## config.mk

```make
export PLATFORM = sky130hd
export DESIGN_NAME = debug_packet_receive_deframer
export DESIGN_NICKNAME = d
export VERILOG_FILES = /design/src/rtl/dprd_pkg.sv /design/src/rtl/dprd_parser.sv /design/src/rtl/debug_packet_receive_deframer.sv
export VERILOG_INCLUDE_DIRS = /design/src /design/src/rtl
export SDC_FILE = /design/constraint.sdc
export NUM_CORES = 1
export LEC_CHECK = 0
export BUFFER_PORTS_ARGS = -buffer_cell sky130_fd_sc_hd__buf_2
export CORE_UTILIZATION = 61
export CTS_CLUSTER_SIZE = 8
export DETAILED_ROUTE_END_ITERATION = 7
export PLACE_DENSITY = 0.85
export RECOVER_POWER = 50
export SLEW_MARGIN = 0
export SYNTH_ARGS = -nofsm -noshare
export SYNTH_HDL_FRONTEND = slang
export SYNTH_SLANG_ARGS = --single-unit
```

## constraint.sdc

```tcl
create_clock -name clk -period 9.54 [get_ports clk]
set_input_delay 1.431 -clock clk [delete_from_list [all_inputs] [get_ports clk]]
set_output_delay 1.431 -clock clk [all_outputs]
set_load 0.02 [all_outputs]
```

## src/rtl/debug_packet_receive_deframer_macros.svh

```systemverilog
`ifndef DEBUG_PACKET_RECEIVE_DEFRAMER_MACROS_SVH
`define DEBUG_PACKET_RECEIVE_DEFRAMER_MACROS_SVH

// Same-cycle implication, sampled on clk, off while rst_n is low.
`define DPRD_ASSERT_NOW(label, ante, cons, msg) \
  label: assert property (@(posedge clk) disable iff (!rst_n) (ante) |-> (cons)) \
    else $error(msg);

// Next-cycle implication, sampled on clk, off while rst_n is low.
`define DPRD_ASSERT_NEXT(label, ante, cons, msg) \
  label: assert property (@(posedge clk) disable iff (!rst_n) (ante) |=> (cons)) \
    else $error(msg);

`endif

```

## src/rtl/dprd_pkg.sv

```systemverilog
package dprd_pkg;

  localparam logic [7:0] BYTE_ACK   = 8'h2B;
  localparam logic [7:0] BYTE_NACK  = 8'h2D;
  localparam logic [7:0] BYTE_BREAK = 8'h03;
  localparam logic [7:0] BYTE_START = 8'h24;
  localparam logic [7:0] BYTE_END   = 8'h23;

  typedef enum logic [2:0] {
    EV_DATA  = 3'd0,
    EV_GOOD  = 3'd1,
    EV_BAD   = 3'd2,
    EV_RETX  = 3'd3,
    EV_BREAK = 3'd4,
    EV_FRAME = 3'd5
  } event_t;

  typedef struct packed {
    logic        valid;
    event_t      ev;
    logic [7:0]  data;
    logic [7:0]  csum;
    logic [7:0]  rsum;
  } result_t;

  // {is_hex, nibble}; a non-hex character decodes as nibble zero
  function automatic logic [4:0] hex_decode(input logic [7:0] c);
    logic [7:0] d;
    logic [4:0] r;
    r = 5'd0;
    d = 8'd0;
    if (c >= 8'h30 && c <= 8'h39) begin
      d = c - 8'h30;
      r = {1'b1, d[3:0]};
    end else if (c >= 8'h41 && c <= 8'h46) begin
      d = c - 8'h37;
      r = {1'b1, d[3:0]};
    end else if (c >= 8'h61 && c <= 8'h66) begin
      d = c - 8'h57;
      r = {1'b1, d[3:0]};
    end
    return r;
  endfunction

endpackage

```

## src/rtl/dprd_parser.sv

```systemverilog
`include "debug_packet_receive_deframer_macros.svh"

module dprd_parser (
  input  logic                 clk,
  input  logic                 rst_n,
  input  logic                 en,
  input  logic [7:0]           rx_byte,
  output dprd_pkg::result_t    res
);

  typedef enum logic [1:0] {
    PH_IDLE    = 2'd0,
    PH_PAYLOAD = 2'd1,
    PH_CHECK   = 2'd2
  } phase_t;

  phase_t      phase_r, phase_nxt;
  logic [7:0]  sum_r, sum_nxt;
  logic [3:0]  high_r, high_nxt;
  logic        seen_r, seen_nxt;
  logic        bad_digit_r, bad_digit_nxt;
  logic [4:0]  hex;
  logic [7:0]  rsum;

  assign hex  = dprd_pkg::hex_decode(rx_byte);
  assign rsum = {high_r, hex[3:0]};

  always_comb begin
    phase_nxt     = phase_r;
    sum_nxt       = sum_r;
    high_nxt      = high_r;
    seen_nxt      = seen_r;
    bad_digit_nxt = bad_digit_r;
    res           = '0;
    res.ev        = dprd_pkg::EV_DATA;
    unique case (phase_r)
      PH_PAYLOAD: begin
        if (rx_byte == dprd_pkg::BYTE_END) begin
          phase_nxt     = PH_CHECK;
          seen_nxt      = 1'b0;
          bad_digit_nxt = 1'b0;
          high_nxt      = 4'd0;
        end else begin
          sum_nxt   = sum_r + rx_byte;
          res.valid = 1'b1;
          res.ev    = dprd_pkg::EV_DATA;
          res.data  = rx_byte;
        end
      end
      PH_CHECK: begin
        if (!hex[4]) begin
          bad_digit_nxt = 1'b1;
        end
        if (!seen_r) begin
          high_nxt = hex[3:0];
          seen_nxt = 1'b1;
        end else begin
          res.valid = 1'b1;
          res.csum  = sum_r;
          res.rsum  = rsum;
          res.ev    = (!bad_digit_r && hex[4] && rsum == sum_r) ?
                      dprd_pkg::EV_GOOD : dprd_pkg::EV_BAD;
          // end of packet: back to idle, clean slate
          phase_nxt     = PH_IDLE;
          sum_nxt       = 8'd0;
          high_nxt      = 4'd0;
          seen_nxt      = 1'b0;
          bad_digit_nxt = 1'b0;
        end
      end
      default: begin
        phase_nxt = PH_IDLE;
        priority if (rx_byte == dprd_pkg::BYTE_ACK) begin
          // ignore
        end else if (rx_byte == dprd_pkg::BYTE_NACK) begin
          res.valid = 1'b1;
          res.ev    = dprd_pkg::EV_RETX;
        end else if (rx_byte == dprd_pkg::BYTE_BREAK) begin
          res.valid = 1'b1;
          res.ev    = dprd_pkg::EV_BREAK;
        end else if (rx_byte == dprd_pkg::BYTE_START) begin
          phase_nxt     = PH_PAYLOAD;
          sum_nxt       = 8'd0;
          high_nxt      = 4'd0;
          seen_nxt      = 1'b0;
          bad_digit_nxt = 1'b0;
        end else begin
          res.valid = 1'b1;
          res.ev    = dprd_pkg::EV_FRAME;
        end
      end
    endcase
  end

  always_ff @(posedge clk) begin
    if (!rst_n) begin
      phase_r     <= PH_IDLE;
      sum_r       <= 8'd0;
      high_r      <= 4'd0;
      seen_r      <= 1'b0;
      bad_digit_r <= 1'b0;
    end else if (en) begin
      phase_r     <= phase_nxt;
      sum_r       <= sum_nxt;
      high_r      <= high_nxt;
      seen_r      <= seen_nxt;
      bad_digit_r <= bad_digit_nxt;
    end
  end

  `DPRD_ASSERT_NOW(a_good_sums_match, res.valid && res.ev == dprd_pkg::EV_GOOD, res.csum == res.rsum, "good packet reported with differing sums")
  `DPRD_ASSERT_NOW(a_data_only_payload, res.valid && res.ev != dprd_pkg::EV_DATA, res.data == 8'd0, "payload byte on a non-payload event")
  `DPRD_ASSERT_NEXT(a_idle_after_end, en && res.valid && (res.ev == dprd_pkg::EV_GOOD || res.ev == dprd_pkg::EV_BAD), phase_r == PH_IDLE && sum_r == 8'd0 && !seen_r, "packet end did not clear state")
  `DPRD_ASSERT_NEXT(a_hold_when_off, !en, $stable(phase_r) && $stable(sum_r), "state moved without a word")

endmodule

```

## src/rtl/debug_packet_receive_deframer.sv

```systemverilog
// Debug-link packet deframer. Takes one received byte per cycle and parses
// '$' payload '#' h l packets: each payload byte comes out as it arrives,
// and after the two checksum digits a good or bad packet event carries the
// computed and received sums. Outside a packet '+' is dropped, '-' gives a
// retransmit event, 0x03 a break event, and anything else a framing error.
// A byte is taken every cycle while the result side keeps up. The byte is
// held in the input register until the result register is free or being
// emptied, and its result is then loaded into the result register, so the
// outputs are registered. out_stall reaches in_stall combinationally
// through the single input stage.
`include "debug_packet_receive_deframer_macros.svh"

module debug_packet_receive_deframer (
  input  logic        clk,
  input  logic        rst_n,
  input  logic        in_valid,
  output logic        in_stall,
  input  logic [7:0]  in_rx_byte,
  output logic        out_valid,
  input  logic        out_stall,
  output logic [2:0]  out_event_res,
  output logic [7:0]  out_payload_data,
  output logic [7:0]  out_computed_sum,
  output logic [7:0]  out_received_sum
);

  logic               s1_valid_r;
  logic [7:0]         s1_byte_r;
  logic               adv;
  logic               en;
  dprd_pkg::result_t  res;
  logic               out_valid_r;
  dprd_pkg::event_t   out_ev_r;
  logic [7:0]         out_data_r;
  logic [7:0]         out_csum_r;
  logic [7:0]         out_rsum_r;

  // result register free, or being emptied this cycle
  assign adv      = !out_valid_r || !out_stall;
  assign en       = s1_valid_r && adv;
  assign in_stall = s1_valid_r && !adv;

  dprd_parser u_parser (
    .clk     (clk),
    .rst_n   (rst_n),
    .en      (en),
    .rx_byte (s1_byte_r),
    .res     (res)
  );

  always_ff @(posedge clk) begin
    if (!rst_n) begin
      s1_valid_r  <= 1'b0;
      out_valid_r <= 1'b0;
    end else begin
      if (!in_stall) begin
        s1_valid_r <= in_valid;
      end
      if (adv) begin
        out_valid_r <= en && res.valid;
      end
    end
    if (in_valid && !in_stall) begin
      s1_byte_r <= in_rx_byte;
    end
    if (en && res.valid) begin
      out_ev_r   <= res.ev;
      out_data_r <= res.data;
      out_csum_r <= res.csum;
      out_rsum_r <= res.rsum;
    end
  end

  assign out_valid        = out_valid_r;
  assign out_event_res    = out_ev_r;
  assign out_payload_data = out_data_r;
  assign out_computed_sum = out_csum_r;
  assign out_received_sum = out_rsum_r;

  `DPRD_ASSERT_NEXT(a_s1_held, s1_valid_r && !adv, s1_valid_r && $stable(s1_byte_r),
                    "input word lost under stall")
  `DPRD_ASSERT_NOW(a_no_stall_empty, !s1_valid_r, !in_stall,
                   "stall raised with empty input stage")

endmodule
```

== Word level (Yosys, flattened, before mapping) ==
Index checks and enable logic that the tools add are counted.

* Register bits after elaboration: 53
* Bits of input ports: 12
* Output and inout port bits: 29
* Logic and storage cells: 102

* Add/sub/neg operators: 4
* Order comparisons: 6
* Eq/ne operators: 15
* Muxes and demuxes: 42
* Bitwise operators: 1
* Reductions and logical operators: 22

{| class="wikitable"
|+ Operators by type and width
! operator !! number
|-
| $mux 8 || 6
|-
| $mux 4 || 11
|-
| $eq 8x6->1 const B || 4
|-
| $ge 8x7->1 const B || 2
|-
| $le 8x7->1 const B || 2
|-
| $pmux 4 s2 || 2
|-
| $pmux 8 s2 || 1
|-
| $mux 5 || 3
|-
| $reduce_and 7->1 || 2
|-
| $mux 12 || 1
|-
| $mux 2 || 6
|-
| $logic_and 1x1->1 || 9
|-
| $mux 1 || 9
|-
| $ne 3x3->1 const B || 3
|-
| $add 8x8->8 || 1
|-
| $eq 8x2->1 const B || 1
|-
| $eq 8x8->1 || 1
|-
| $ge 8x6->1 const B || 1
|-
| $le 8x6->1 const B || 1
|-
| $sub 4x3->4 const B || 2
|-
| $reduce_and 6->1 || 1
|-
| $logic_not 1->1 || 5
|-
| $ne 2x1->1 const B || 2
|-
| $pmux 1 s2 || 2
|-
| other kinds (12) || 12
|}

== Longest topological paths before layout ==
Gate-level depths: netlist of the first run.

* Depth after elaboration: 11
* Gate-level depth with buffers: 10
* Mapped depth without buffers: 8

== Modules after synthesis ==
A second synthesis of the first run with hierarchy kept.

* Cells, all modules: 249
* Area total of the unflattened synthesis: 2711.4 um^2

{| class="wikitable"
|+ By module, submodules not included
! module !! times used !! cells each !! area an instance (um^2) !! seq. area each (um^2)
|-
| dprd_parser || 1 || 204 || 1569.0 || 320.3
|-
| debug_packet_receive_deframer || 1 || 45 || 1142.3 || 1091.0
|}

== Least setup slack after synthesis of the first run ==
Ideal clock, no wire load.

* Path type: input -> register
* Start point: in out_stall
* End point: reg out_csum_r[0], in the netlist out_computed_sum[0], enable pin
* Setup time: 0.455 ns
* Arrival: 3.892 ns
* Required time: 9.085 ns
* Path slack: 5.193 ns
* Stages: 2
* Buffers on the path: 0
* Cell sequence: a21boi_0 > a21boi_0

* Word-level cells in the longest chain between the ends: 4

{| class="wikitable"
|+ Ends and longest elaborated chain
! what !! RTL line !! text
|-
| start: declaration || debug_packet_receive_deframer.sv:20 || <nowiki>input logic out_stall,</nowiki>
|-
| $logic_not 1->1 || debug_packet_receive_deframer.sv:39 || <nowiki>assign adv = !out_valid_r || !out_stall;</nowiki>
|-
| $logic_or 1x1->1 || debug_packet_receive_deframer.sv:39 ||
|-
| $logic_and 1x1->1 || debug_packet_receive_deframer.sv:40 || <nowiki>assign en = s1_valid_r && adv;</nowiki>
|-
| $logic_and 1x1->1 || debug_packet_receive_deframer.sv:66 || <nowiki>if (en && res.valid) begin</nowiki>
|-
| end signal: assignment || debug_packet_receive_deframer.sv:69 || <nowiki>out_csum_r <= res.csum;</nowiki>
|-
| end: declaration || debug_packet_receive_deframer.sv:35 || <nowiki>logic [7:0] out_csum_r;</nowiki>
|}

No other way between the ends.
A chain may end at the register's enable or synchronous reset.

== Worst setup path after layout of the first run ==
* Start point: in out_stall
* End point: out in_stall

* Word-level cells in the longest chain between the ends: 4

{| class="wikitable"
|+ Ends and longest elaborated chain
! what !! RTL line !! text
|-
| $logic_not 1->1 || debug_packet_receive_deframer.sv:39 ||
|-
| $logic_or 1x1->1 || debug_packet_receive_deframer.sv:39 ||
|-
| $logic_not 1->1 || debug_packet_receive_deframer.sv:41 || <nowiki>assign in_stall = s1_valid_r && !adv;</nowiki>
|-
| $logic_and 1x1->1 || debug_packet_receive_deframer.sv:41 ||
|-
| end: declaration || debug_packet_receive_deframer.sv:17 || <nowiki>output logic in_stall,</nowiki>
|}

No other way between the ends.

==> key figures, run 1 <==
Clock network
  • H-tree depth: 2
  • Clock tree buffer depth: 2
  • Clk sinks: 53
  • Cts hold-fix bufs: 0
  • CTS resizes: 0
  • Root Driver: clkbuf_8
  • Clock slew at reported path FFs: 90 ps
  • CTS tree: done
  • Total CTS buffers: 5
  • Post-CTS Setup Inserts: 0
  • Skew-Pair Late Insertion Delay: 310 ps

Placement
  • Port Buf Inserts: 40
  • GP Congestion: 0.836
  • HPWL after DPL: 3910 microns
  • Placed cells: 324

Power and ir drop
  • P per Cell Area: 144 nW/um^2
  • Peak supply drop: 0.000106 V
  • Leakage: 0.00116 uW

Die
  • IO Pins: 41
  • Row count: 23
  • Initial Util: 0.658
  • Placeable Area: 4140 sq um
  • Die ar.: 4740 sq um
  • Die Y-Extent: 68.9 microns
  • Die Width: 68.9 microns

Timing
  • Max-slew violations: 0
  • Slew headroom: 0.402
  • Period utilisation layout: 0.350
  • Slew @ Worst Pin: 890 ps
  • Setup TNS: 0 ps
  • Final setup vio count: 0
  • Fmax: 300 MHz
  • Clock Skews: 7.49 ps
  • RSZ-0062 raised after global routing: no
  • Min Tclk post-route: 3340 ps
  • Final Hold Vio Count: 0

Global routing
  • Largest net degree at the start of global routing: 29
  • GRT met2 Usage: 0.439
  • Met1 GRT Util: 0.323
  • Initial antenna violation count: 0
  • Most Crowded Layer GR: met2
  • First-pass GRT wire length: 8760 microns
  • GRT overflow: 0
  • GRT Overall Usage: 0.256
  • Vias in the first global route: 1,887
  • Met3 Usage GRT: 0.0543

Setup path
  • Crit Path Class: input port to primary output
  • CP arrival: 1910 ps
  • Crit end category: primary output
  • CP bufs+invs: 2
  • Crit-path cells: clkbuf_1 > and3_1 > buf_2
  • CP max stage delay: 200 ps
  • Worst R2R Start: s1_byte_r[7]
  • Critical path's slowest cell: and3_1
  • Worst-path maximum fanout: 3
  • FF-to-FF End: u_parser.high_r[3]
  • Critical path's top delay family: buffers and inverters
  • Worst r2r path cells: 6
  • Critical Path RT: 8110 ps
  • CP Launch Type: input port
  • FF-to-FF setup slack: 6670 ps

Worst hold path
  • Hold crit path type: register to register
  • Hold depth: 1
  • Hold path start: u_parser.bad_digit_r
  • Destination of the worst hold path: u_parser.bad_digit_r

Logic synthesis
  • Post-synthesis cell count: 243
  • Ys Warns: 0
  • Async set or reset register ratio after synthesis: 0
  • Library cells used by synthesis: 48
  • Top-area cell type share of the netlist area: 0.385
  • Mapped Nets: 268
  • Register bit total from synthesis: 53
  • Largest cells by area after synthesis: edfxtp_1, dfxtp_1, ha_1, and3_1, xor2_1
  • Synth top cells by count: edfxtp_1, dfxtp_1, nor2_1
  • EDFF count, synth: 35
  • Count leader, synth: edfxtp_1
  • Primary FF master, synth: edfxtp_1
  • Syn_area_per_cell: 11.2 sq um
  • Syn Std Cell Area: 2730 sq um
  • Register area share after synthesis: 0.518
  • Cell taking the most area after synthesis: edfxtp_1

Cells and area
  • # nets final: 306
  • Layout Cells excl Fill: 332
  • Ant. Diodes: 0
  • # fillers: 323
  • Area grow syn2layout: 8.63%
  • Proportion of layout cells with a drive suffix above 1: 0.110

Detailed routing
  • DR iter-0 viols: 197
  • DR vias/cell: 5.97
  • Drt pass-1 iters: 4
  • Remaining DRCs: 0
  • ANT nets after route: 0
  • Via count: 1,982
  • Final wirelength: 5500 microns
  • Per-cell routed wire length: 16.6 microns

Status
  • Status: complete, no violations

Flow run
  • Max-cap violation count: 0
-- layout make-up --
class                      count  area (sq um)  share of cell area
inverter                       8          30.0              0.0101
clock buffer                   6          93.8              0.0317
clock inverter                 2          11.3             0.00380
sequential                    53          1410               0.477
timing repair buffer          41           176              0.0596
tap                           50          62.6              0.0211
multi-input combinational    172          1180               0.397
-- cell usage in the layout (no fill, tap or decap), types with 6 or more instances in the layout --
cell type / netlist / final
ha_1: 12 / 12
nor2b_1: 7 / 7
and2_1: 8 / 6
a21oi_1: 11 / 11
dfxtp_1: 18 / 18
xor2_1: 10 / 10
a21boi_0: 8 / 7
nor3_1: 7 / 7
inv_1: 8 / 8
edfxtp_1: 35 / 35
nor2_1: 16 / 16
buf_2: 0 / 15
xnor2_1: 6 / 6
clkbuf_1: 3 / 25
nand2_1: 15 / 15
nand3_1: 13 / 13
and3_1: 15 / 15
-- sequential cells by signal, summed over array words and instances, names as in the netlist --
signal,count
s1_valid_r,1
u_parser.bad_digit_r,1
u_parser.seen_r,1
u_parser.phase_r,2
out_event_res,3
out_computed_sum,8
u_parser.sum_r,8
u_parser.high_r,4
s1_byte_r,8
out_payload_data,8
out_valid,1
out_received_sum,8
-- metal layers --
metal  routed length, microns  part of all wire
met5                        0                 0
met3                      364             0.066
met4                       81             0.015
met1                     2350              0.43
met2                     2710              0.49
-- through the flow --
step           hold slack [ps]  setup WS [ps]  total power, uW  area (sq um)   util
6_report                   541           6200              425          2960  0.715
5_1_grt                    577           6160              439          2960  0.715
4_1_cts                    534           6210              427          3030  0.732
3_5_place_dp               512           6210              293          2930  0.707
3_3_place_gp               517           6220              292          2930  0.707
2_1_floorplan              477           5190              283          2730      -
-- report_power, final --
part | switching, uW | total [uW] | leakage [uW] | internal (uW)
logic | 19.6 | 30.2 | 0.000627 | 10.5
registers | 5.54 | 256 | 0.000481 | 250
clock network | 72.2 | 139 | 0.0000500 | 66.8
-- logic make-up (layout without fill, tap and decap cells) --
group	Yosys count	after routing	share of synthesized area
AO/OA/AOI/OAI	44	44	0.124
XOR/XNOR	16	16	0.0514
adder cells (fa/ha/maj)	13	13	0.0624
buffers and inverters	18	57	0.0376
flip-flops	53	53	0.518
multiplexers	2	2	0.00734
AND/OR/NAND/NOR	97	97	0.199
-- how the worst max path moves through the flow --
| stage | from | end | cells after the start |
|---|---|---|---|
| 5_1_grt | out_stall | in_stall | 3 |
| 4_1_cts | out_stall | in_stall | 3 |
| 6_report | out_stall | in_stall | 3 |
| 3_5_place_dp | out_stall | in_stall | 3 |
| 2_1_floorplan | out_stall | out_computed_sum[0] | 2 |
| 3_3_place_gp | out_stall | in_stall | 3 |
-- worst reg2reg max path: cells and delay by family, from the launching register on --
kind	cells	cell delay, ps
compound gates	2	850
flops	1	510
simple gates	4	1460
Note: power is estimated with default switching activity, not from simulation.
==> inputs of run 2 (changes only) <==
- CORE_UTILIZATION: 61 -> 51
- PLACE_DENSITY: 0.85 -> 0.75
- clock period: 9.54 -> 2.8 ns (I/O delays scaled with it)
==> run 2 against run 1 <==
Sequential power increased to 3.4 times the previous value; largest cell class unchanged; combinational power grew to 3.7 times the previous value; die area rose by 19%; setup slack got worse by 6000 ps; critical endpoint is now out_payload_data[0].
==> key figures, run 2 (same netlist as run 1, synthesis figures left out) <==
Cells and area
  • Final instance area: 3060 sq um
  • Proportion of layout cells with a drive suffix above 1: 0.131
  • Area grow syn2layout: 12.1%
  • # nets final: 314
  • Ant. Diodes: 0
  • Final Util: 0.594
  • Most frequent cells in the layout: edfxtp_1, clkbuf_1, dfxtp_1
  • Most common cell after layout, fill and taps aside: edfxtp_1

Die
  • Placeable Area: 5140 sq um
  • Die Y-Extent: 75.1 microns
  • Die Width: 75.1 microns
  • Row count: 26
  • IO Pins: 41
  • Die ar.: 5640 sq um
  • Initial Util: 0.530

Detailed routing
  • Final wirelength: 5390 microns
  • Remaining DRCs: 0
  • DR vias/cell: 5.43
  • Per-cell routed wire length: 15.0 microns
  • DR iter-0 viols: 87
  • ANT nets after route: 0
  • Via count: 1,953
  • Drt pass-1 iters: 4

Global routing
  • Initial antenna violation count: 0
  • Largest net degree at the start of global routing: 20
  • GRT overflow: 0
  • Most Crowded Layer GR: met2
  • First-pass GRT wire length: 8220 microns
  • GRT met2 Usage: 0.333
  • Met1 GRT Util: 0.255
  • Met3 Usage GRT: 0.0428
  • Vias in the first global route: 1,776
  • GRT Overall Usage: 0.199

Timing
  • Period utilisation layout: 0.920
  • RSZ-0062 raised after global routing: no
  • Slew headroom: 0.391
  • Setup TNS: 0 ps
  • Max-slew violations: 0
  • Fmax: 388 MHz
  • Final setup vio count: 0
  • Slew @ Worst Pin: 909 ps
  • Final Hold Vio Count: 0
  • Min Tclk post-route: 2580 ps
  • Clock Skews: 11.6 ps

Power and ir drop
  • Sw Ratio: 0.239
  • Internal Dissipation: 1070 uW
  • Comb pwr share: 0.080
  • Total power: 1410 uW
  • Leakage: 0.00118 uW
  • Clock power frac: 0.303
  • P per Cell Area: 461 nW/um^2
  • Flop pwr share: 0.617
  • Peak supply drop: 0.000273 V
  • NetSw: 337 uW

Clock network
  • Clk sinks: 53
  • CTS tree: done
  • Root Driver: clkbuf_8
  • Total CTS buffers: 5
  • Clock slew at reported path FFs: 100 ps
  • H-tree depth: 2
  • Cts hold-fix bufs: 0
  • Post-CTS Setup Inserts: 0
  • Clock tree buffer depth: 2
  • Skew-Pair Late Insertion Delay: 310 ps
  • CTS resizes: 0

Setup path
  • CP arrival: 2600 ps
  • Crit Path Class: register to register
  • Crit end category: register
  • Worst-path maximum fanout: 17
  • CP Launch Type: register
  • Critical Path RT: 2820 ps

Placement
  • GP Congestion: 0.921
  • Cell Area, Placed: 3010 sq um
  • HPWL after DPL: 4070 microns
  • Port Buf Inserts: 40

Status
  • Status: complete, no violations

Worst hold path
  • Hold crit path type: input port to register

Flow run
  • Max-cap violation count: 0
## run 2: through the flow
step           cells  hold slack (ps)  setup slack [ps]
3_5_place_dp     352              514               228
2_1_floorplan    243              477               376
5_1_grt          360              271              12.1
6_report         360              283               223
4_1_cts          360              272               201
3_3_place_gp     352              516               278
## run 2: power by group through the flow
| stage | clock [uW] | combinational (uW) | sequential, uW |
|---|---|---|---|
| global placement | 0 | 114 | 886 |
| global route | 454 | 123 | 873 |
| CTS | 435 | 117 | 869 |
| finish | 427 | 112 | 870 |
| detailed placement | 0 | 116 | 887 |
| floorplan | 0 | 63.6 | 901 |
## run 2: final cells by class
| class | instances | area (sq um) |
|---|---|---|
| Timing Repair Buffer | 49 | 224 |
| Clock inverter | 2 | 13.8 |
| Multi-Input combinational cell | 172 | 1220 |
| Inverter | 8 | 30.0 |
| Tap cell | 70 | 87.6 |
| Sequential cell | 53 | 1410 |
| Clock buffer | 6 | 72.6 |
| Fill cell | 471 | 2080 |
## run 2: path summary, 6_finish.rpt
path	startpoint	endpoint	slack [ps]	depth (start not counted)
max reg2reg	s1_byte_r[0]	out_payload_data[0]	220	8
min reg2reg	u_parser.sum_r[2]	u_parser.sum_r[2]	540	2
max	s1_byte_r[0]	out_payload_data[0]	220	8
min	in_rx_byte[5]	s1_byte_r[5]	280	1
## run 2: critical path, cell delays in order, from the launching register on
cell	delay (ps)
edfxtp_1	440
inv_1	120
ha_1	260
nand2_1	140
nor2_1	70
a21oi_1	120
o21ai_0	110
a21boi_2	750
buf_4	290
## run 2: layer usage
layer | part of all wire | wire [microns]
met1 | 0.46 | 2500
met2 | 0.48 | 2600
met3 | 0.038 | 205
met4 | 0.016 | 87
met5 | 0 | 0
